`config.mk`:
```
export PLATFORM = sky130hd
export DESIGN_NAME = tea_csr
export DESIGN_NICKNAME = d
export VERILOG_FILES = /design/src/hdl/tea_pkg.sv /design/src/hdl/tea_csr.sv
export SDC_FILE = /design/constraint.sdc
export NUM_CORES = 1
export LEC_CHECK = 0
export BUFFER_PORTS_ARGS = -buffer_cell sky130_fd_sc_hd__buf_2
export CAP_MARGIN = 15
export CORE_AREA = 2 2 68 70
export CTS_CLUSTER_SIZE = 40
export DETAILED_ROUTE_END_ITERATION = 10
export DIE_AREA = 0 0 70 72
export GPL_TIMING_DRIVEN = 0
export PLACE_DENSITY = 0.8
export SETUP_SLACK_MARGIN = 0.3
export SLEW_MARGIN = 15
export SYNTH_ARGS = -nofsm -noshare
export SYNTH_HDL_FRONTEND = slang
export SYNTH_SLANG_ARGS = --single-unit
```
`constraint.sdc`:
```
create_clock -name clock -period 1.3 [get_ports clock]
set_input_delay 0.065 -clock clock [delete_from_list [all_inputs] [get_ports clock]]
set_output_delay 0.065 -clock clock [all_outputs]
set_load 0.05 [all_outputs]
```
`src/hdl/tea_pkg.sv`:
```
// Shared types, constants and helpers of the temporal earliest-arrival scan.
// No dependencies; every other file but tea_ram refers to it by scoped names.
package tea_pkg;

   localparam int MAX_VERTICES = 1024;
   localparam int VTX_W        = $clog2(MAX_VERTICES);
   localparam int VCNT_W       = 11;
   localparam int TIME_W       = 32;
   localparam int EPOCH_W      = 8;
   localparam int WORD_W       = EPOCH_W + TIME_W;
   localparam int PADDR_W      = 4;
   localparam int PDATA_W      = 32;

   localparam logic [EPOCH_W-1:0] EPOCH_NONE = '1;
   localparam logic [EPOCH_W-1:0] EPOCH_LAST = EPOCH_NONE - EPOCH_W'(1);
   localparam logic [VCNT_W-1:0]  VCNT_RESET = VCNT_W'(1024);

   localparam logic [1:0] REG_NUM_VERTICES  = 2'd0;
   localparam logic [1:0] REG_SOURCE_VERTEX = 2'd1;
   localparam logic [1:0] REG_TARGET_VERTEX = 2'd2;

   typedef enum logic [1:0] {
      ERR_NONE  = 2'd0,
      ERR_RANGE = 2'd1,
      ERR_ORDER = 2'd2
   } err_type;

   typedef enum logic {
      ST_CLEAR,
      ST_RUN
   } clr_state_type;

   typedef struct packed {
      logic [VCNT_W-1:0] num_vertices;
      logic [VTX_W-1:0]  source_vertex;
      logic [VTX_W-1:0]  target_vertex;
   } cfg_type;

   typedef struct packed {
      logic [VTX_W-1:0]   edge_from;
      logic [VTX_W-1:0]   edge_to;
      logic [TIME_W-1:0]  edge_time;
      logic               has_edge;
      logic               first_edge;
      logic               last_edge;
      logic [EPOCH_W-1:0] epoch;
   } item_type;

   typedef struct packed {
      logic              en;
      logic [VTX_W-1:0]  addr;
      logic [WORD_W-1:0] data;
   } wr_type;

   typedef struct packed {
      logic               valid;
      logic [EPOCH_W-1:0] epoch;
      err_type            list_error;
   } query_type;

   typedef struct packed {
      logic              query_found;
      logic [TIME_W-1:0] arrival_time;
      logic [1:0]        error_code;
   } result_type;

   function automatic logic [VCNT_W-1:0] vertex_limit(logic [VCNT_W-1:0] count);
      return (count > VCNT_W'(MAX_VERTICES)) ? VCNT_W'(MAX_VERTICES) : count;
   endfunction

   function automatic logic in_range(logic [VTX_W-1:0] vtx, logic [VCNT_W-1:0] lim);
      return VCNT_W'(vtx) < lim;
   endfunction

endpackage

```
`src/hdl/tea_csr.sv`:
```
// APB-style register file: vertex count, source and target vertex.
// Depends on tea_pkg.
module tea_csr (
   input  logic                          clock,
   input  logic                          reset,
   input  logic                          psel,
   input  logic                          penable,
   input  logic                          pwrite,
   input  logic [tea_pkg::PADDR_W-1:0]   paddr,
   input  logic [tea_pkg::PDATA_W-1:0]   pwdata,
   output logic [tea_pkg::PDATA_W-1:0]   prdata,
   output logic                          pready,
   output tea_pkg::cfg_type              cfg
);

   logic [tea_pkg::VCNT_W-1:0] vcount_ff;
   logic [tea_pkg::VTX_W-1:0]  source_ff;
   logic [tea_pkg::VTX_W-1:0]  target_ff;
   logic [1:0]                 reg_idx;
   logic                       wr_en;

   assign reg_idx = paddr[3:2];
   assign wr_en   = psel && penable && pwrite;
   assign pready  = 1'b1;

   always_ff @(posedge clock) begin
      if (reset) begin
         vcount_ff <= tea_pkg::VCNT_RESET;
         source_ff <= '0;
         target_ff <= '0;
      end else if (wr_en) begin
         unique case (reg_idx)
            tea_pkg::REG_NUM_VERTICES:  vcount_ff <= pwdata[tea_pkg::VCNT_W-1:0];
            tea_pkg::REG_SOURCE_VERTEX: source_ff <= pwdata[tea_pkg::VTX_W-1:0];
            tea_pkg::REG_TARGET_VERTEX: target_ff <= pwdata[tea_pkg::VTX_W-1:0];
            default: ;
         endcase
      end
   end

   always_comb begin
      unique case (reg_idx)
         tea_pkg::REG_NUM_VERTICES:  prdata = tea_pkg::PDATA_W'(vcount_ff);
         tea_pkg::REG_SOURCE_VERTEX: prdata = tea_pkg::PDATA_W'(source_ff);
         tea_pkg::REG_TARGET_VERTEX: prdata = tea_pkg::PDATA_W'(target_ff);
         default:                    prdata = '0;
      endcase
   end

   assign cfg.num_vertices  = vcount_ff;
   assign cfg.source_vertex = source_ff;
   assign cfg.target_vertex = target_ff;

endmodule

```
# Word level (Yosys, flattened, before mapping)
# Index checks and enable logic that the tools add are counted.
[totals]
register_bits = 31
latchBits = 0
ram_bits = 0
romBits = 0
input_bits = 41
out_inout_bits = 64
wordCells = 12
mem_count = 0
[classes]
n_addsub = 0
mul = 0
div = 0
n_lt_le_gt_ge = 0
eq_ne = 2
n_shift = 0
muxes = 1
n_bitwise = 0
n_reduce_logical = 6
[ops]
columns = ["operator", "n"]
rows = [
  ["$pmux 11 s3", 1],
  ["$reduce_and 2->1", 3],
  ["$eq 2x1->1 const B", 1],
  ["$eq 2x2->1 const B", 1],
  ["$logic_and 1x1->1", 2],
  ["$logic_not 2->1", 1],
]

# Longest topological paths before layout
[logic_depth]
depth_word = 3
ltp_mapped = 5
mapped_depth_nobuf = 3

# Worst setup path before layout
# OpenSTA, ideal clock, no wires.
[synth_path]
path_kind = "register to output"
startpoint = "reg target_ff[0] in the netlist's numbering"
endpoint = "out prdata[0] in the netlist's numbering"
arrival_ns = 1.871
slack_ns = -0.636
stages_incl_launch_ff = 3
n_path_buf = 0
cell_sequence = "dfxtp_1 > mux2i_1 > o21ai_0"
[synth_via]
elab_chain_cells = 1
[synth_rtl]
columns = ["element", "line_no", "source"]
rows = [
  ["start: declaration", "tea_csr.sv:18", "logic [tea_pkg::VTX_W-1:0] target_ff;"],
  ["start signal: assignment", "tea_csr.sv:35", "tea_pkg::REG_TARGET_VERTEX: target_ff <= pwdata[tea_pkg::VTX_W-1:0];"],
  ["$pmux 11 s3", "tea_csr.sv:42", "unique case (reg_idx)"],
  ["end: declaration", "tea_csr.sv:11", "output logic [tea_pkg::PDATA_W-1:0] prdata,"],
]
# Every way passes these cells.

# Worst setup path in the final report
[layout_path]
startpoint = "reg target_ff[6] in the netlist's numbering"
endpoint = "out prdata[6] in the netlist's numbering"
# Same word-level chain as after synthesis.

==> results.py <==
metrics = {
    "status": {
        "outcome": "finished clean",
    },
    "synthesis": {
        "synth-edff-count": 0,
        "synth_top_flop_cell": "dfxtp_1",
        "seq_area_frac_synth_pct": 37.4,
        "avgSynthCellArea_um2": 9.38,
        "ys_ff_latch": 31,
        "synth_most_common_cell": "mux2i_1",
        "synth_top_cell_by_area": "dfxtp_1",
        "synth_cells": 177,
        "synth_top_cell_area_share_pct": 37.4,
        "ys_types": 18,
        "ys_warn_count": 0,
        "synth_area_um2": 1660,
        "yosys-top-cells-count": "mux2i_1, nand2b_1, dfxtp_1, buf_4",
        "ys_async_sr_fraction_pct": 0,
        "yosys-top-cells-area": "dfxtp_1, mux2i_1, nand2b_1",
    },
    "global_routing": {
        "first_global_vias": 1468,
        "grt_pass1_wl_um": 6960,
        "grt_max_degree": 11,
        "grt-ovfl-total": 0,
        "grtUsageMet3_pct": 3.89,
        "gr-usage-met1_pct": 21.0,
        "grt.busiest_layer": "met2",
        "grtUsageMet2_pct": 33.9,
        "antenna_found_initial": 0,
        "grtUsageTotal_pct": 18.0,
    },
    "placed_design": {
        "place.gp.congestion": 0.708,
        "dpl.hpwl_um": 3070,
        "place_inst": 307,
        "place_area_um2": 2310,
        "io_buffers": 58,
    },
    "cts": {
        "cts_made_buffers": 5,
        "clk_path_buf_depth": 2,
        "cts_htree_levels": 2,
        "cts_tree": "built",
        "hold_buffers": 0,
        "cts_root_buf": "clkbuf_8",
        "path_clk_slew_ps": 60,
        "clk_latency_ps": 270,
        "clock_sinks": 31,
    },
    "power_and_ir_drop": {
        "switchingPower_mw": 0.682,
        "worst_ir_drop_vdd_mv": 0.424,
        "leakage_nw": 1.30,
        "p_comb_share_pct": 22.6,
        "seqPwrFrac_pct": 42.6,
        "intPower_mw": 1.52,
        "power_frac_clock_pct": 34.7,
        "powerDensity_nw_per_um2": 802,
        "switching_share_pct": 31.0,
    },
    "setup_path": {
        "cp.required_ps": 1240,
        "worstPathCellList": "mux2i_4 -> o21ai_4 -> buf_6",
        "critPathMaxStageDelay_ps": 360,
        "endpoint_kind": "output pin",
        "crit_family": "flip-flops",
        "slowest_stage": "dfxtp_4",
        "crit_buf_inv": 1,
        "crit_type": "flop to output pin",
        "crit_fanout": 2,
        "cp.arrival_ps": 1030,
        "cp-start-kind": "flop",
    },
    "final_layout": {
        "antenna_cells": 0,
        "final_nets": 314,
        "final_area_um2": 2740,
        "instances_no_fill": 326,
        "multi_input_area_um2": 1150,
        "ff_latch_area_um2": 712,
        "fill_cells": 366,
        "syn2layout_area_growth_pct": 65.1,
        "drive_above_1_share_pct": 57.7,
    },
    "route": {
        "drt_iter0_markers": 51,
        "drtAntennaViolNets": 0,
        "drcViolationCount": 0,
        "wirelength_um": 4410,
        "viasPerCell": 4.52,
        "num_vias": 1473,
        "first_pass_iters": 4,
        "post_drt_wl_per_cell_um": 13.5,
    },
    "floorplanning": {
        "coreArea_um2": 4260,
        "die_x_um": 70,
        "die_y_um": 72,
        "ios": 105,
        "initial_core_util_pct": 38.9,
        "row_count": 24,
        "dieArea_um2": 5040,
    },
    "sta": {
        "setup_viol": 0,
        "rsz0062_at_grt": "yes",
        "worstMarginPinSlew_ps": 575,
        "slew_violations": 0,
        "timing.final.crit_share_pct": 84.5,
        "clock_skew_ps": 0,
        "final_hold_viol_count": 0,
        "finalSetupTns_ps": 0,
        "fmax_mhz": 910,
        "period_minus_slack_ps": 1100,
        "maxSlewHeadroom_pct": 61.4,
    },
    "worst_hold_path": {
        "hp-class": "input port to flop",
    },
    "flow_run": {
        "drv_cap": 0,
    },
}
[cells by family (layout without fill, tap and decap cells)]
logic type / count (synthesis) / after routing / share of synthesized area (%)
AO/OA/AOI/OAI: 10 / 10 / 3.01
other: 2 / 22 / 0.452
multiplexers: 41 / 41 / 24.7
AND/OR/NAND/NOR: 60 / 60 / 21.3
buffers and inverters: 33 / 110 / 13.2
flip-flops: 31 / 31 / 37.4
[final timing paths]
path	startpoint	to	slack, ps	cells after the start
max	target_ff[6]$_SDFFE_PP0P_	prdata[6]	200	3
min	pwdata[10]	vcount_ff[10]$_SDFFE_PP1P_	80	3
min reg2reg	source_ff[7]$_SDFFE_PP0P_	source_ff[7]$_SDFFE_PP0P_	470	2
max reg2reg	target_ff[7]$_SDFFE_PP0P_	target_ff[7]$_SDFFE_PP0P_	560	3
[layout make-up]
cell class | instances | share of cell area [%]
Buffer | 33 | 9.04
Clock buffer | 7 | 3.15
Clock inverter | 1 | 0.137
Multi-Input combinational cell | 133 | 41.9
Sequential cell | 31 | 26.0
Tap cell | 52 | 2.37
Timing Repair Buffer | 69 | 17.5
[through the flow]
step	util, %	hold WS [ps]	setup slack, ps	power [mW]
2_1_floorplan	-	231	285	1.32
3_3_place_gp	54.2	326	-225	1.40
3_5_place_dp	54.2	374	-218	1.40
4_1_cts	62.6	90.0	219	2.20
5_1_grt	64.3	98.7	169	2.29
6_report	64.3	83.0	201	2.20
[power groups by stage]
stage	Combinational, mW	Clock [mW]	Sequential, mW
6_report	0.498	0.764	0.938
3_5_place_dp	0.449	0	0.955
5_1_grt	0.523	0.832	0.938
2_1_floorplan	0.324	0	0.999
3_3_place_gp	0.446	0	0.955
4_1_cts	0.491	0.776	0.937
[placed cells by master (no fill, tap or decap)]
| cell | count |
|---|---|
| buf_12 | 1 |
| buf_2 | 44 |
| buf_4 | 33 |
| buf_6 | 18 |
| clkbuf_1 | 5 |
| clkbuf_4 | 1 |
| clkbuf_8 | 7 |
| clkinv_1 | 1 |
| conb_1 | 22 |
| dfxtp_2 | 10 |
| dfxtp_4 | 21 |
| mux2i_1 | 31 |
| mux2i_4 | 10 |
| nand2_1 | 10 |
| nand2b_1 | 40 |
| nand3_2 | 1 |
| nand4_1 | 1 |
| nor2_1 | 2 |
| nor2b_2 | 1 |
| nor3_1 | 1 |
| nor3b_1 | 1 |
| nor3b_4 | 1 |
| o21ai_4 | 10 |
| or3_1 | 1 |
| or3b_1 | 1 |
[repair_timing]
item | CTS | global route
setup endpoints to repair | 11 | 17
pin swaps | 10 | 8
setup buffers | 7 | 4
resized for setup | 49 | 19
[registers in the layout, indices dropped and copies added, names as in the netlist]
| name | cells |
|---|---|
| vcount_ff | 11 |
| source_ff | 10 |
| target_ff | 10 |
[worst reg2reg max path: cells and delay by family (launching register included)]
kind | cells | cell delay (ps)
flops | 1 | 360
buf+inv | 1 | 110
simple gates | 1 | 50
mux | 1 | 140
[layer usage]
metal,up-vias,part of all wire [%]
met2,63,53
met4,0,0.39
met5,-,0
met1,668,40
met3,3,6.5
li1,739,-
Note: power is estimated with default switching activity, not from simulation.
