File: src/hdl/tea_pkg.sv
// Shared types, constants and helpers of the temporal earliest-arrival scan.
// No dependencies; every other file but tea_ram refers to it by scoped names.
package tea_pkg;

   localparam int MAX_VERTICES = 1024;
   localparam int VTX_W        = $clog2(MAX_VERTICES);
   localparam int VCNT_W       = 11;
   localparam int TIME_W       = 32;
   localparam int EPOCH_W      = 8;
   localparam int WORD_W       = EPOCH_W + TIME_W;
   localparam int PADDR_W      = 4;
   localparam int PDATA_W      = 32;

   localparam logic [EPOCH_W-1:0] EPOCH_NONE = '1;
   localparam logic [EPOCH_W-1:0] EPOCH_LAST = EPOCH_NONE - EPOCH_W'(1);
   localparam logic [VCNT_W-1:0]  VCNT_RESET = VCNT_W'(1024);

   localparam logic [1:0] REG_NUM_VERTICES  = 2'd0;
   localparam logic [1:0] REG_SOURCE_VERTEX = 2'd1;
   localparam logic [1:0] REG_TARGET_VERTEX = 2'd2;

   typedef enum logic [1:0] {
      ERR_NONE  = 2'd0,
      ERR_RANGE = 2'd1,
      ERR_ORDER = 2'd2
   } err_type;

   typedef enum logic {
      ST_CLEAR,
      ST_RUN
   } clr_state_type;

   typedef struct packed {
      logic [VCNT_W-1:0] num_vertices;
      logic [VTX_W-1:0]  source_vertex;
      logic [VTX_W-1:0]  target_vertex;
   } cfg_type;

   typedef struct packed {
      logic [VTX_W-1:0]   edge_from;
      logic [VTX_W-1:0]   edge_to;
      logic [TIME_W-1:0]  edge_time;
      logic               has_edge;
      logic               first_edge;
      logic               last_edge;
      logic [EPOCH_W-1:0] epoch;
   } item_type;

   typedef struct packed {
      logic              en;
      logic [VTX_W-1:0]  addr;
      logic [WORD_W-1:0] data;
   } wr_type;

   typedef struct packed {
      logic               valid;
      logic [EPOCH_W-1:0] epoch;
      err_type            list_error;
   } query_type;

   typedef struct packed {
      logic              query_found;
      logic [TIME_W-1:0] arrival_time;
      logic [1:0]        error_code;
   } result_type;

   function automatic logic [VCNT_W-1:0] vertex_limit(logic [VCNT_W-1:0] count);
      return (count > VCNT_W'(MAX_VERTICES)) ? VCNT_W'(MAX_VERTICES) : count;
   endfunction

   function automatic logic in_range(logic [VTX_W-1:0] vtx, logic [VCNT_W-1:0] lim);
      return VCNT_W'(vtx) < lim;
   endfunction

endpackage

File: src/hdl/tea_relax.sv
// Relax stage: takes read data for the edge's tail and head, forwards the last
// write, updates order/range error state and writes the head back. Uses tea_pkg.
module tea_relax (
   input  logic                          clock,
   input  logic                          reset,
   input  logic                          accept,
   input  tea_pkg::item_type             item_in,
   input  tea_pkg::cfg_type              cfg,
   input  logic                          clearing,
   input  logic [tea_pkg::WORD_W-1:0]    rd_from_data,
   input  logic [tea_pkg::WORD_W-1:0]    rd_to_data,
   output tea_pkg::wr_type               mem_wr,
   output tea_pkg::wr_type               fwd,
   output tea_pkg::query_type            query,
   output logic                          busy
);

   logic                        s1_valid_ff;
   tea_pkg::item_type           s1_ff;
   logic [tea_pkg::TIME_W-1:0]  prev_time_ff;
   logic                        have_prev_ff;
   tea_pkg::err_type            list_err_ff;
   tea_pkg::wr_type             fwd_ff;

   logic [tea_pkg::VCNT_W-1:0]  lim;
   logic [tea_pkg::WORD_W-1:0]  from_word;
   logic [tea_pkg::WORD_W-1:0]  to_word;
   logic                        from_valid;
   logic                        to_valid;
   logic [tea_pkg::TIME_W-1:0]  from_time;
   logic [tea_pkg::TIME_W-1:0]  to_time;
   logic [tea_pkg::TIME_W-1:0]  prev_time_in;
   logic                        have_prev_in;
   tea_pkg::err_type            list_err_in;
   logic                        reached;
   logic                        update;

   always_ff @(posedge clock) begin
      if (reset) begin
         s1_valid_ff <= 1'b0;
      end else begin
         s1_valid_ff <= accept;
      end
      if (accept) begin
         s1_ff <= item_in;
      end
   end

   assign lim = tea_pkg::vertex_limit(cfg.num_vertices);

   // latest write not yet visible through the registered read
   assign from_word = (fwd_ff.en && fwd_ff.addr == s1_ff.edge_from) ? fwd_ff.data : rd_from_data;
   assign to_word   = (fwd_ff.en && fwd_ff.addr == s1_ff.edge_to) ? fwd_ff.data : rd_to_data;

   assign from_valid = from_word[tea_pkg::WORD_W-1 -: tea_pkg::EPOCH_W] == s1_ff.epoch;
   assign to_valid   = to_word[tea_pkg::WORD_W-1 -: tea_pkg::EPOCH_W] == s1_ff.epoch;
   assign from_time  = from_word[tea_pkg::TIME_W-1:0];
   assign to_time    = to_word[tea_pkg::TIME_W-1:0];

   always_comb begin
      prev_time_in = s1_ff.first_edge ? '0 : prev_time_ff;
      have_prev_in = s1_ff.first_edge ? 1'b0 : have_prev_ff;
      list_err_in  = s1_ff.first_edge ? tea_pkg::ERR_NONE : list_err_ff;
      reached      = 1'b0;
      update       = 1'b0;
      if (s1_ff.has_edge) begin
         if (have_prev_in && s1_ff.edge_time < prev_time_in) begin
            list_err_in = tea_pkg::ERR_ORDER;
         end
         prev_time_in = s1_ff.edge_time;
         have_prev_in = 1'b1;
         if (!tea_pkg::in_range(s1_ff.edge_from, lim) ||
             !tea_pkg::in_range(s1_ff.edge_to, lim)) begin
            if (list_err_in == tea_pkg::ERR_NONE) begin
               list_err_in = tea_pkg::ERR_RANGE;
            end
         end else begin
            reached = (s1_ff.edge_from == cfg.source_vertex) ||
                      (from_valid && from_time < s1_ff.edge_time);
            update  = reached && (!to_valid || s1_ff.edge_time < to_time);
         end
      end
   end

   assign mem_wr.en   = s1_valid_ff && update;
   assign mem_wr.addr = s1_ff.edge_to;
   assign mem_wr.data = {s1_ff.epoch, s1_ff.edge_time};

   always_ff @(posedge clock) begin
      if (reset) begin
         prev_time_ff <= '0;
         have_prev_ff <= 1'b0;
         list_err_ff  <= tea_pkg::ERR_NONE;
         fwd_ff.en    <= 1'b0;
      end else begin
         if (s1_valid_ff) begin
            prev_time_ff <= prev_time_in;
            have_prev_ff <= have_prev_in;
            list_err_ff  <= list_err_in;
         end
         if (clearing) begin
            fwd_ff.en <= 1'b0;
         end else if (mem_wr.en) begin
            fwd_ff.en <= 1'b1;
         end
      end
      if (mem_wr.en) begin
         fwd_ff.addr <= mem_wr.addr;
         fwd_ff.data <= mem_wr.data;
      end
   end

   assign fwd = fwd_ff;

   assign query.valid      = s1_valid_ff && s1_ff.last_edge;
   assign query.epoch      = s1_ff.epoch;
   assign query.list_error = list_err_in;
   assign busy             = s1_valid_ff;

endmodule

File: config.mk
export PLATFORM = sky130hd
export DESIGN_NAME = tea_relax
export DESIGN_NICKNAME = d
export VERILOG_FILES = /design/src/hdl/tea_pkg.sv /design/src/hdl/tea_relax.sv
export SDC_FILE = /design/constraint.sdc
export NUM_CORES = 1
export LEC_CHECK = 0
export ABC_AREA = 1
export BUFFER_PORTS_ARGS = -buffer_cell sky130_fd_sc_hd__buf_2
export CAP_MARGIN = 20
export CORE_MARGIN = 2
export CORE_UTILIZATION = 50
export CTS_CLUSTER_SIZE = 30
export DETAILED_ROUTE_END_ITERATION = 8
export GPL_ROUTABILITY_DRIVEN = 0
export PLACE_DENSITY = 0.78
export SLEW_MARGIN = 30
export SYNTH_ARGS = -nofsm -noshare
export SYNTH_HDL_FRONTEND = slang
export SYNTH_SLANG_ARGS = --single-unit
File: constraint.sdc
create_clock -name clock -period 6.39 [get_ports clock]
set_input_delay 1.5975 -clock clock [delete_from_list [all_inputs] [get_ports clock]]
set_output_delay 1.5975 -clock clock [all_outputs]
set_load 0.005 [all_outputs]
After elaboration in Yosys (flattened, before gate mapping) --
Cells that the tools add are included.
Storage, ports and cells: logic and storage cells 55, output and inout port bits 114, input bits 178, register bits after elaboration 150
Operators by class: eq/ne operators 5, reduce and logical (&&, ||, !) cells 15, magnitude comparators 6, mux-type cells 15
Operators with widths (count):
- $lt 32x32->1 | 3
- $mux 40 | 2
- $mux 32 | 2
- $eq 10x10->1 | 3
- $lt 10x11->1 | 2
- $eq 8x8->1 | 2
- $mux 2 | 6
- $gt 11x11->1 const B | 1
- $mux 11 | 1
- $logic_and 1x1->1 | 7
- $mux 1 | 4
- $logic_not 1->1 | 3
- $logic_or 1x1->1 | 3
- $logic_not 2->1 | 1
- $reduce_or 2->1 | 1

Longest topological paths before layout --
word-level depth 10, mapped depth 27, mapped depth without buffers 25

Worst setup path after synthesis --
OpenSTA, ideal clock, no wires.
path kind input-to-output, start point input port cfg[26] (netlist bit), end point output port mem_wr[50] (netlist bit), required time 4.793 ns, stages on the path 13, setup slack 0.281 ns, arrival time 4.512 ns, path buffers 0, cell sequence nor4_1 a21oi_1 inv_1 nand2_1 ha_1 a21oi_1 nor2_1 a211oi_1 o22ai_1 inv_1 nand4_1 nor2_1 and3_1
RTL lines:
- start: declaration | line tea_relax.sv:8 | input tea_pkg::cfg_type cfg,
- end: declaration | line tea_relax.sv:12 | output tea_pkg::wr_type mem_wr,

==> results_dict.tcl <==
set metrics [dict create \
    crit_top_cell "nand2_1" \
    clkPwrFrac 0.410 \
    crit_type "register to output pin" \
    nets 1661 \
    slew_violations 0 \
    worstPathArrival_ns 4.30 \
    timing.final.crit_period_ns 5.902 \
    routedWlPerCell_um 15.59 \
    p_sw_w 0.0006707 \
    slew_headroom 0.4089 \
    cp_max_fo 31 \
    die_w_um 143.9 \
    critPathLaunchType "register" \
    num_vias 8503 \
    fp.dieArea_mm2 0.02072 \
    finalClockSkew_ns 0.01146 \
    n_antenna_cell 0 \
    pwr-share-seq 0.442 \
    synth_area_mm2 0.009792 \
    synth_edf_count 113 \
    ys_seq_elements 150 \
    fillers 1718 \
    regArea_mm2 0.004134 \
    hold_path.class "register to register" \
    crit_family "simple AND/OR/NAND/NOR gates" \
    regToRegSetupSlack_ns 1.70 \
    yosys_warnings 0 \
    grt_pass1_vias 8035 \
    cts-root-buf "clkbuf_16" \
    wl_mm 25.72 \
    dp_cells 1618 \
    setup_viol 0 \
    ant_nets 0 \
    holdBufCountCts 0 \
    finalSetupTns_ns 0 \
    io_pins 292 \
    crit_slowest_cell "inv_2" \
    synth-main-ff-cell "edfxtp_1" \
    layout_common_cells "nand2_1 (377), buf_2 (280), edfxtp_1 (113), ha_1 (111), inv_1 (100)" \
    fin_area_mm2 0.01167 \
    ys_seq_area_frac 0.4222 \
    synth_top_area_share 0.3465 \
    rsz0062_at_grt "no" \
    row_count 51 \
    drive_above_1_share 0.2505 \
    async_flop_share 0 \
    stdcell_count 1650 \
    grt_start_max_net_pins 65 \
    clk_pin_slew_ns 0.06 \
    hold_viol_final 0 \
    multi_input_area_mm2 0.004722 \
    synth.distinct_cells 42 \
    status "complete, no violations" \
    worst_pin_slew_ns 0.8867 \
    p_int_w 0.001953 \
    synthToLayoutAreaGrowth_pct 19.19 \
    place_area_mm2 0.01104 \
    finalWorstSetupSlack_ns 0.4879 \
    core_area_mm2 0.01933 \
    fmax_mhz 169.4 \
    crit_buf_inv 3 \
    critPathCaptureType "output pin" \
    start_util 0.5064 \
    die_h_um 143.9 \
    firstDrtPassIters 5 \
    ir_drop_uv 179.7 \
    final_common_cell "nand2_1" \
    cts_resized 0 \
    dpl.hpwl_mm 19.30 \
    clk_latency_ns 0.42 \
    synthTopCellsByArea "edfxtp_1 (35%), nand2_1 (14%), ha_1 (14%), dfxtp_1 (7.6%), buf_4 (4.4%)" \
    cap_viol_max_count 0 \
    grt_pass1_wl_mm 39.36 \
    io_buffers 281 \
    yosys.area.top_type "edfxtp_1" \
    cpPeakStageDelay_ns 0.54 \
    via_per_inst 5.153 \
    required_ns 4.79 \
    crit_chain "xnor2_1 -> nand3_1 -> nor2_4 -> nand2_4 -> inv_2 -> nand2_1 -> nand2_1 -> ha_1 -> nand2_1 -> inv_1 -> nand3_1 -> or3_1 -> a21oi_1 -> o21bai_1 -> nor2_1 -> nand3_1 -> nor2_1 -> nand2_1 -> nand2_2 -> and3_2 -> buf_2" \
    grt.total_usage 0.2458 \
    cts_setup_buffers 0 \
    cts_tree "done" \
    drtIter0Drc 489 \
    grt-ovfl-total 0 \
    switching_share 0.2556 \
    place_ws_ns 0.4597 \
    p_leak_nw 5.767 \
    htreeDepth 4 \
    antenna_found_initial 1 \
    syn_nets 1438 \
    cts.sinks 150 \
    cts_buffer_depth 2 \
    cts_buffers 17 \
    period_share 0.9236 \
    power.density_mw_per_mm2 224.8 \
    avgSynthCellArea_um2 8.522 \
    pwr-share-comb 0.147 \
    drc 0 \
    synthCells 1149 \
]
==> final timing paths <==
kind,start,cells past startpoint,endpoint
hold reg to reg,prev_time_ff[14],2,prev_time_ff[14]
setup / recovery,s1_ff[55],21,mem_wr[50]
setup reg to reg,s1_ff[55],22,fwd[40]
hold / removal,prev_time_ff[14],2,prev_time_ff[14]
==> worst min-delay path: cells and delay by family (launching register included) <==
family           cells  cell delay, ns
AND/OR/NAND/NOR      1            0.06
AO/OA/AOI/OAI        1            0.05
flip-flops           1            0.31
==> synth_stat cells (all sizes together), types with 3 or more instances <==
cell	n
or2	6
buf	62
ha	111
nand3	29
edfxtp	113
nor2	55
xnor2	10
a21oi	86
xor2	7
o21bai	4
inv	108
o21ai	26
nor4	7
nand2	382
nand4	18
o221ai	3
clkbuf	19
dfxtp	37
nor3	9
a211oi	9
o211ai	4
mux2i	29
o221a	3
==> registers in the layout (all words and copies together) (netlist names) <==
name          flops
fwd              51
busy              1
s1_ff            13
mem_wr           50
have_prev_ff      1
list_err_ff       2
prev_time_ff     32
==> stage by stage <==
stage                     hold WS, ns  utilization  power [W]
after CTS                      0.4627       0.6036   0.002643
after detailed placement       0.4526       0.5710   0.001566
after global routing           0.4781       0.6036   0.002740
final                          0.4620       0.6036   0.002624
after floorplan                0.4410            -   0.001430
after global placement         0.4477       0.5710   0.001549
==> power by group through the flow <==
stage	Combinational, W	Sequential (W)	Clock (W)
after floorplan	0.000275	0.00115	0
after global placement	0.000369	0.00118	0
after detailed placement	0.000386	0.00118	0
after CTS	0.000389	0.00116	0.00109
after global routing	0.000446	0.00117	0.00113
final	0.000387	0.00116	0.00108
==> cells by family (layout without fill, tap and decap cells) <==
kind of cell	Yosys count	in the layout	synth area share
AOI/OAI and AO/OA	140	140	0.08089
xor gates and xnor gates	17	17	0.01521
adders and majority gates	111	111	0.1418
buffers and inverters	191	427	0.09660
DFF	150	150	0.4222
muxes	29	29	0.02964
and+or+nand+nor	511	511	0.2136
==> area by class of cell <==
type | count | area share
Timing Repair Buffer | 285 | 0.1233
Tap cell | 265 | 0.02841
Clock inverter | 11 | 0.01458
Inverter | 110 | 0.03548
Clock buffer | 21 | 0.03945
Multi-Input combinational cell | 808 | 0.4046
Sequential cell | 150 | 0.3542
==> routing by layer <==
metal	up-vias	routed length (um)	global-route usage
met5	-	13	0
met4	2	533	0.08824
met3	36	1361	0.03699
met2	261	12660	0.4311
met1	3943	11150	0.3076
li1	4261	-	-
No activity file was read; power rests on OpenSTA's default activity.
