[config.mk]
export PLATFORM = sky130hd
export DESIGN_NAME = tea_result_flat
export DESIGN_NICKNAME = d
export VERILOG_FILES = /design/src/hdl/tea_pkg.sv /design/src/hdl/tea_rsp_if.sv /design/src/hdl/tea_result.sv /design/src/flat_wrapper.sv
export SDC_FILE = /design/constraint.sdc
export NUM_CORES = 1
export LEC_CHECK = 0
export CORE_ASPECT_RATIO = 0.5
export CORE_MARGIN = 3
export CORE_UTILIZATION = 44
export CTS_CLUSTER_DIAMETER = 80
export CTS_CLUSTER_SIZE = 10
export DETAILED_ROUTE_END_ITERATION = 7
export DONT_BUFFER_PORTS = 1
export GPL_TIMING_DRIVEN = 0
export SLEW_MARGIN = 40
export SYNTH_ARGS = -nofsm -noshare
export SYNTH_HDL_FRONTEND = slang
export SYNTH_SLANG_ARGS = --single-unit
[constraint.sdc]
create_clock -name clock -period 3 [get_ports clock]
set_input_delay 0.6 -clock clock [delete_from_list [all_inputs] [get_ports clock]]
set_output_delay 0.6 -clock clock [all_outputs]
set_load 0.02 [all_outputs]
[src/hdl/tea_pkg.sv]
// Shared types, constants and helpers of the temporal earliest-arrival scan.
// No dependencies; every other file but tea_ram refers to it by scoped names.
package tea_pkg;

   localparam int MAX_VERTICES = 1024;
   localparam int VTX_W        = $clog2(MAX_VERTICES);
   localparam int VCNT_W       = 11;
   localparam int TIME_W       = 32;
   localparam int EPOCH_W      = 8;
   localparam int WORD_W       = EPOCH_W + TIME_W;
   localparam int PADDR_W      = 4;
   localparam int PDATA_W      = 32;

   localparam logic [EPOCH_W-1:0] EPOCH_NONE = '1;
   localparam logic [EPOCH_W-1:0] EPOCH_LAST = EPOCH_NONE - EPOCH_W'(1);
   localparam logic [VCNT_W-1:0]  VCNT_RESET = VCNT_W'(1024);

   localparam logic [1:0] REG_NUM_VERTICES  = 2'd0;
   localparam logic [1:0] REG_SOURCE_VERTEX = 2'd1;
   localparam logic [1:0] REG_TARGET_VERTEX = 2'd2;

   typedef enum logic [1:0] {
      ERR_NONE  = 2'd0,
      ERR_RANGE = 2'd1,
      ERR_ORDER = 2'd2
   } err_type;

   typedef enum logic {
      ST_CLEAR,
      ST_RUN
   } clr_state_type;

   typedef struct packed {
      logic [VCNT_W-1:0] num_vertices;
      logic [VTX_W-1:0]  source_vertex;
      logic [VTX_W-1:0]  target_vertex;
   } cfg_type;

   typedef struct packed {
      logic [VTX_W-1:0]   edge_from;
      logic [VTX_W-1:0]   edge_to;
      logic [TIME_W-1:0]  edge_time;
      logic               has_edge;
      logic               first_edge;
      logic               last_edge;
      logic [EPOCH_W-1:0] epoch;
   } item_type;

   typedef struct packed {
      logic              en;
      logic [VTX_W-1:0]  addr;
      logic [WORD_W-1:0] data;
   } wr_type;

   typedef struct packed {
      logic               valid;
      logic [EPOCH_W-1:0] epoch;
      err_type            list_error;
   } query_type;

   typedef struct packed {
      logic              query_found;
      logic [TIME_W-1:0] arrival_time;
      logic [1:0]        error_code;
   } result_type;

   function automatic logic [VCNT_W-1:0] vertex_limit(logic [VCNT_W-1:0] count);
      return (count > VCNT_W'(MAX_VERTICES)) ? VCNT_W'(MAX_VERTICES) : count;
   endfunction

   function automatic logic in_range(logic [VTX_W-1:0] vtx, logic [VCNT_W-1:0] lim);
      return VCNT_W'(vtx) < lim;
   endfunction

endpackage

[src/hdl/tea_rsp_if.sv]
// Result channel: valid/ready handshake with one query result per transfer.
// Depends on tea_pkg for field widths.
interface tea_rsp_if;
   logic                        valid;
   logic                        ready;
   logic                        query_found;
   logic [tea_pkg::TIME_W-1:0]  arrival_time;
   logic [1:0]                  error_code;

   modport source (output valid, query_found, arrival_time, error_code, input ready);
   modport sink (input valid, query_found, arrival_time, error_code, output ready);
endinterface

[src/hdl/tea_result.sv]
// Query stage: reads the target entry, forms the result and queues it in a
// two-entry output buffer. Uses tea_pkg and tea_rsp_if.
module tea_result (
   input  logic                          clock,
   input  logic                          reset,
   input  tea_pkg::query_type            query,
   input  tea_pkg::cfg_type              cfg,
   input  logic [tea_pkg::WORD_W-1:0]    rd_data,
   input  tea_pkg::wr_type               fwd,
   tea_rsp_if.source                     rsp_ch,
   output logic                          last_ok
);

   logic                        s2_valid_ff;
   tea_pkg::query_type          s2_ff;
   tea_pkg::result_type         fifo_ff [2];
   logic                        wr_ptr_ff;
   logic                        rd_ptr_ff;
   logic [1:0]                  count_ff;

   logic [tea_pkg::VCNT_W-1:0]  lim;
   logic [tea_pkg::WORD_W-1:0]  tgt_word;
   logic                        tgt_valid;
   tea_pkg::result_type         res;
   logic                        push;
   logic                        pop;

   always_ff @(posedge clock) begin
      if (reset) begin
         s2_valid_ff <= 1'b0;
      end else begin
         s2_valid_ff <= query.valid;
      end
      if (query.valid) begin
         s2_ff <= query;
      end
   end

   assign lim       = tea_pkg::vertex_limit(cfg.num_vertices);
   assign tgt_word  = (fwd.en && fwd.addr == cfg.target_vertex) ? fwd.data : rd_data;
   assign tgt_valid = tgt_word[tea_pkg::WORD_W-1 -: tea_pkg::EPOCH_W] == s2_ff.epoch;

   always_comb begin
      res = '0;
      priority if (!tea_pkg::in_range(cfg.source_vertex, lim) ||
                   !tea_pkg::in_range(cfg.target_vertex, lim)) begin
         res.error_code = tea_pkg::ERR_RANGE;
      end else if (cfg.source_vertex == cfg.target_vertex) begin
         res.query_found = 1'b1;
      end else if (s2_ff.list_error != tea_pkg::ERR_NONE) begin
         res.error_code = s2_ff.list_error;
      end else if (tgt_valid) begin
         res.query_found  = 1'b1;
         res.arrival_time = tgt_word[tea_pkg::TIME_W-1:0];
      end else begin
         res = '0;
      end
   end

   assign push = s2_valid_ff;
   assign pop  = rsp_ch.valid && rsp_ch.ready;

   always_ff @(posedge clock) begin
      if (reset) begin
         wr_ptr_ff <= 1'b0;
         rd_ptr_ff <= 1'b0;
         count_ff  <= '0;
      end else begin
         if (push) begin
            wr_ptr_ff <= !wr_ptr_ff;
         end
         if (pop) begin
            rd_ptr_ff <= !rd_ptr_ff;
         end
         count_ff <= count_ff + 2'(push) - 2'(pop);
      end
      if (push) begin
         fifo_ff[wr_ptr_ff] <= res;
      end
   end

   assign rsp_ch.valid        = count_ff != 2'd0;
   assign rsp_ch.query_found  = fifo_ff[rd_ptr_ff].query_found;
   assign rsp_ch.arrival_time = fifo_ff[rd_ptr_ff].arrival_time;
   assign rsp_ch.error_code   = fifo_ff[rd_ptr_ff].error_code;

   // room for one more result counting the one already in this stage
   assign last_ok = (count_ff + 2'(s2_valid_ff)) < 2'd2;

endmodule

[src/flat_wrapper.sv]
// flat-port wrapper written by rule: the top's interface ports become plain ports
module tea_result_flat 
  (clock, reset, query, cfg, rd_data, fwd, last_ok, rsp_ch_valid, rsp_ch_query_found, rsp_ch_arrival_time, rsp_ch_error_code, rsp_ch_ready);
  tea_rsp_if rsp_ch_i ();
  input  logic clock;
  input  logic reset;
  input  tea_pkg::query_type query;
  input  tea_pkg::cfg_type cfg;
  input  logic [tea_pkg::WORD_W-1:0] rd_data;
  input  tea_pkg::wr_type fwd;
  output logic last_ok;
  output wire logic [$bits(rsp_ch_i.valid)-1:0] rsp_ch_valid;
  output wire logic [$bits(rsp_ch_i.query_found)-1:0] rsp_ch_query_found;
  output wire logic [$bits(rsp_ch_i.arrival_time)-1:0] rsp_ch_arrival_time;
  output wire logic [$bits(rsp_ch_i.error_code)-1:0] rsp_ch_error_code;
  input wire logic [$bits(rsp_ch_i.ready)-1:0] rsp_ch_ready;
  assign rsp_ch_valid = rsp_ch_i.valid;
  assign rsp_ch_query_found = rsp_ch_i.query_found;
  assign rsp_ch_arrival_time = rsp_ch_i.arrival_time;
  assign rsp_ch_error_code = rsp_ch_i.error_code;
  assign rsp_ch_i.ready = rsp_ch_ready;
  tea_result u_core (.clock(clock), .reset(reset), .query(query), .cfg(cfg), .rd_data(rd_data), .fwd(fwd), .rsp_ch(rsp_ch_i), .last_ok(last_ok));
endmodule
# Yosys cells after proc, flatten, opt, wreduce, memory -nomap -nowiden
# Memory sizes are Yosys's and may differ from the RTL's. A register that Yosys moved wholly into a read port is not among the register bits.
# Cells that the tools add are included.
# Widths: inputs -> output; s select.
[classes]
n_addsub = 2
mux = 13
reduce_logical = 9
magnitude_cmp = 4
n_eq_ne = 3
[op_table]
columns = ["cell", "count"]
rows = [
  ["$mux 33", 3],
  ["$mux 40", 1],
  ["$mux 34", 1],
  ["$lt 10x11->1", 2],
  ["$eq 10x10->1", 2],
  ["$gt 11x11->1 const B", 1],
  ["$mux 11", 1],
  ["$eq 8x8->1", 1],
  ["$mux 1", 5],
  ["$logic_not 1->1", 4],
  ["$mux 2", 2],
  ["$reduce_bool 2->1", 2],
  ["$add 2x1->2", 1],
  ["$logic_and 1x1->1", 2],
  ["$lt 2x2->1 const B", 1],
  ["$sub 2x1->2", 1],
  ["$logic_or 1x1->1", 1],
]
[word_totals]
ramBits = 70
elab_cells = 38
out_inout_bits = 37
regBits = 15
memories = 1
[memory_table]
columns = ["name", "depth", "word_bits", "rd", "rd_clocked_by_memory_dff", "write_ports", "line", "source"]
rows = [
  ["u_core.fifo_ff", 2, 35, 1, 1, 1, "tea_result.sv:16", "tea_pkg::result_type fifo_ff [2];"],
]

# Logic depth before layout (Yosys ltp)
[logic_depth]
depth_word = 8
mapped_depth = 11
mapped_depth_nobuf = 9

# Worst setup path before layout
# Ideal clock, no wire load.
[synth_path]
kind = "input to register"
start = "input port cfg[30] (netlist name)"
end = "memory u_core.fifo_ff[0][10] (netlist name) (data pin)"
setup_ns = 0.147
arrival_ns = 2.400
n_path_buf = 2
path_slack_ns = 0.454
path_stages = 11
required_ns = 2.853
cell_sequence = "clkbuf_1 -> nand2b_1 -> ha_1 -> a21o_1 -> a211o_1 -> nor2_1 -> a211oi_1 -> a21oi_1 -> nand4_1 -> buf_2 -> a21oi_2"
[synth_lines]
columns = ["item", "line", "source"]
rows = [
  ["start, declared", "flat_wrapper.sv:8", "input tea_pkg::cfg_type cfg;"],
  ["end, declared", "tea_result.sv:16", ""],
]

==> reports/results.tsv <==
metric	value	unit
syn_nets	540	
start_util	46.79	%
hpwl	8108	µm
final_common_cell	edfxtp_1	
ctsResizeCount	0	
core_area	9759	µm²
vias_per_cell	5.575	
powerDensity	634.6	nW/µm²
dieArea	11710	µm²
peakVddDrop	0.0002809	V
period_minus_slack	2750	ps
status	finished, final reports clean	
yosysWarnings	0	
path_max_fanout	10	
worst_pin_slew	749.9	ps
postRouteAntennaNets	0	
r2r_setup_slack	830	ps
rsz0062_at_grt	false	
required	3150	ps
cts_max_level	3	
via_count	2994	
cts_buffers	9	
startpoint_type	input port	
p_leak	1.765	nW
track_usage	17.89	%
fin_skew	3.892	ps
slew_viol_final	0	
end_kind	register	
grt_first_pass_wirelength	16140	µm
num_rows	25	
cts-root-buf	clkbuf_16	
drt_first_pass_iters	4	
drv_cap	0	
fmax	363.7	MHz
clock_latency	330	ps
gp_congestion	0.8483	
final.period_utilization	91.66	%
numClockSinks	86	
first_iter_violations	147	
synth_area_per_cell	11.89	µm²
grt_pass1_vias	3237	
layout-drive-gt1-share	19.90	%
cts_tree	built	
post_dp_cell_area	4773	µm²
antenna_found_initial	0	
ys_ff_latch	86	
synth.distinct_cells	38	
synth_flop_cell	edfxtp_1	
clk_pin_slew	60	ps
slew-limit-headroom	49.63	%
setup_viol	0	
area_growth	10.85	%
finalHoldViolCount	0	
finalPower	3.213	mW
drcViolationCount	0	
dieWidth	150.1	µm
grt-ovfl-total	0	
synth-seq-area-share	55.23	%
crit_type	input port to register	
postSynth.asyncResetShare	0	%
clockBufferDepth	2	
die_h	78.04	µm
netlist_instances	384	
synth_edf_count	80	
syn_area	4567	µm²
hp-class	input port to register	
grt_max_degree	36	
final_cell_mix	edfxtp_1, nand2_1, mux2_2	
fin_area	5062	µm²
post_drt_wl_per_cell	19.45	µm
io_buffer_count	0	
fillers	867	
wirelength	10440	µm
nets	553	
cp.arrival	2900	ps
io_pins	173	
num_antenna_cells	0	
-- per-stage QoR --
step,TNS [ps],instances,util [%],hold slack (ps),setup WS (ps)
after global routing,0,537,51.87,308.9,59.09
final,0,537,51.87,327.3,250.3
after detailed placement,-19360,520,48.91,505.3,-356.4
after floorplan,0,384,-,481.2,453.7
after global placement,-22890,519,48.53,497.5,-274.2
after CTS,0,536,51.79,311.1,31.90
-- path summary, 6_finish.rpt --
path,depth (start not counted),from,to
setup reg to reg,9,u_core.s2_ff[8]$_DFFE_PP_,u_core.fifo_ff[0][18]$_DFFE_PP_
hold reg to reg,2,u_core.rd_ptr_ff$_SDFFE_PP0P_,register
hold / removal,1,reset,u_core.count_ff[0]$_SDFF_PP0_
setup / recovery,10,cfg[8],u_core.fifo_ff[0][18]$_DFFE_PP_
-- kinds of logic after synthesis --
group	Yosys count	share of synthesized area (%)
muxes	37	9.069
adders and majority gates	20	5.479
and+or+nand+nor	127	13.15
DFF	86	55.23
xor gates and xnor gates	29	5.562
buffers and inverters	23	1.972
AOI/OAI and AO/OA	62	9.535
-- layout make-up --
class,count,area (µm²),area share (%)
buffer,15,60.06,1.186
tap,135,168.9,3.337
clock buffer,9,225.2,4.449
sequential,86,2522,49.83
timing repair buffer,2,35.03,0.6920
multi-input combinational,275,1964,38.80
clock inverter,7,56.30,1.112
inverter,8,30.03,0.5932
-- flip-flops by register name (all words and copies together), names as in the netlist, named ones only --
name	cells
u_core.count_ff	2
u_core.fifo_ff	70
u_core.push	1
u_core.rd_ptr_ff	1
u_core.s2_ff	10
u_core.wr_ptr_ff	1
-- synth_stat cells, types with 2 or more instances --
cell type	instances	area share [%]
buf_2	3	0.33
nand4_1	6	0.82
ha_1	20	5.5
nand3_1	2	0.22
nor2b_1	2	0.27
xor2_1	10	1.9
mux2_2	35	8.6
dfxtp_1	6	2.6
inv_1	8	0.66
a21oi_2	20	3.8
and3_1	3	0.41
nand2b_1	11	1.5
nor4_1	3	0.41
edfxtp_1	80	53
and2_1	5	0.68
nor2_1	15	1.2
nand2_1	72	5.9
o21ai_0	8	0.88
a211oi_1	4	0.66
clkbuf_1	12	0.99
o22ai_1	2	0.27
mux2i_1	2	0.44
a21oi_1	17	1.9
xnor2_1	19	3.6
o211ai_1	4	0.66
o2111ai_1	2	0.38
nor4b_1	2	0.38
-- critical path, stage by stage --
cell,delay [ps]
xnor2_1,200
nand4_1,140
or4_1,470
clkbuf_1,300
and3_1,300
a211oi_2,180
nand4_1,110
buf_4,180
buf_2,180
a21oi_1,220
-- per-layer routing --
| metal | part of all wire, % | GRT usage [%] | routed length (µm) | up-vias |
|---|---|---|---|---|
| met5 | 0 | 0 | 0 | - |
| met4 | 1.6 | 5.292 | 163 | 0 |
| met3 | 8.8 | 6.805 | 921 | 13 |
| met2 | 49 | 31.45 | 5149 | 129 |
| met1 | 40 | 20.41 | 4210 | 1426 |
| li1 | - | - | - | 1426 |
-- report_power, final --
part | total [mW] | switching (mW) | internal [mW]
logic | 0.785 | 0.491 | 0.295
clock network | 1.03 | 0.456 | 0.570
registers | 1.40 | 0.0275 | 1.37
-- timing repair --
action | 4_1_cts | 5_1_grt
cloned | 0 | 0
hold buffers | 0 | 0
endpoints found under the setup margin | 4 | 60
endpoints found under the hold margin | 0 | 0
pin swaps | 1 | 1
setup buffers | 0 | 1
No activity file was read; power rests on OpenSTA's default activity.
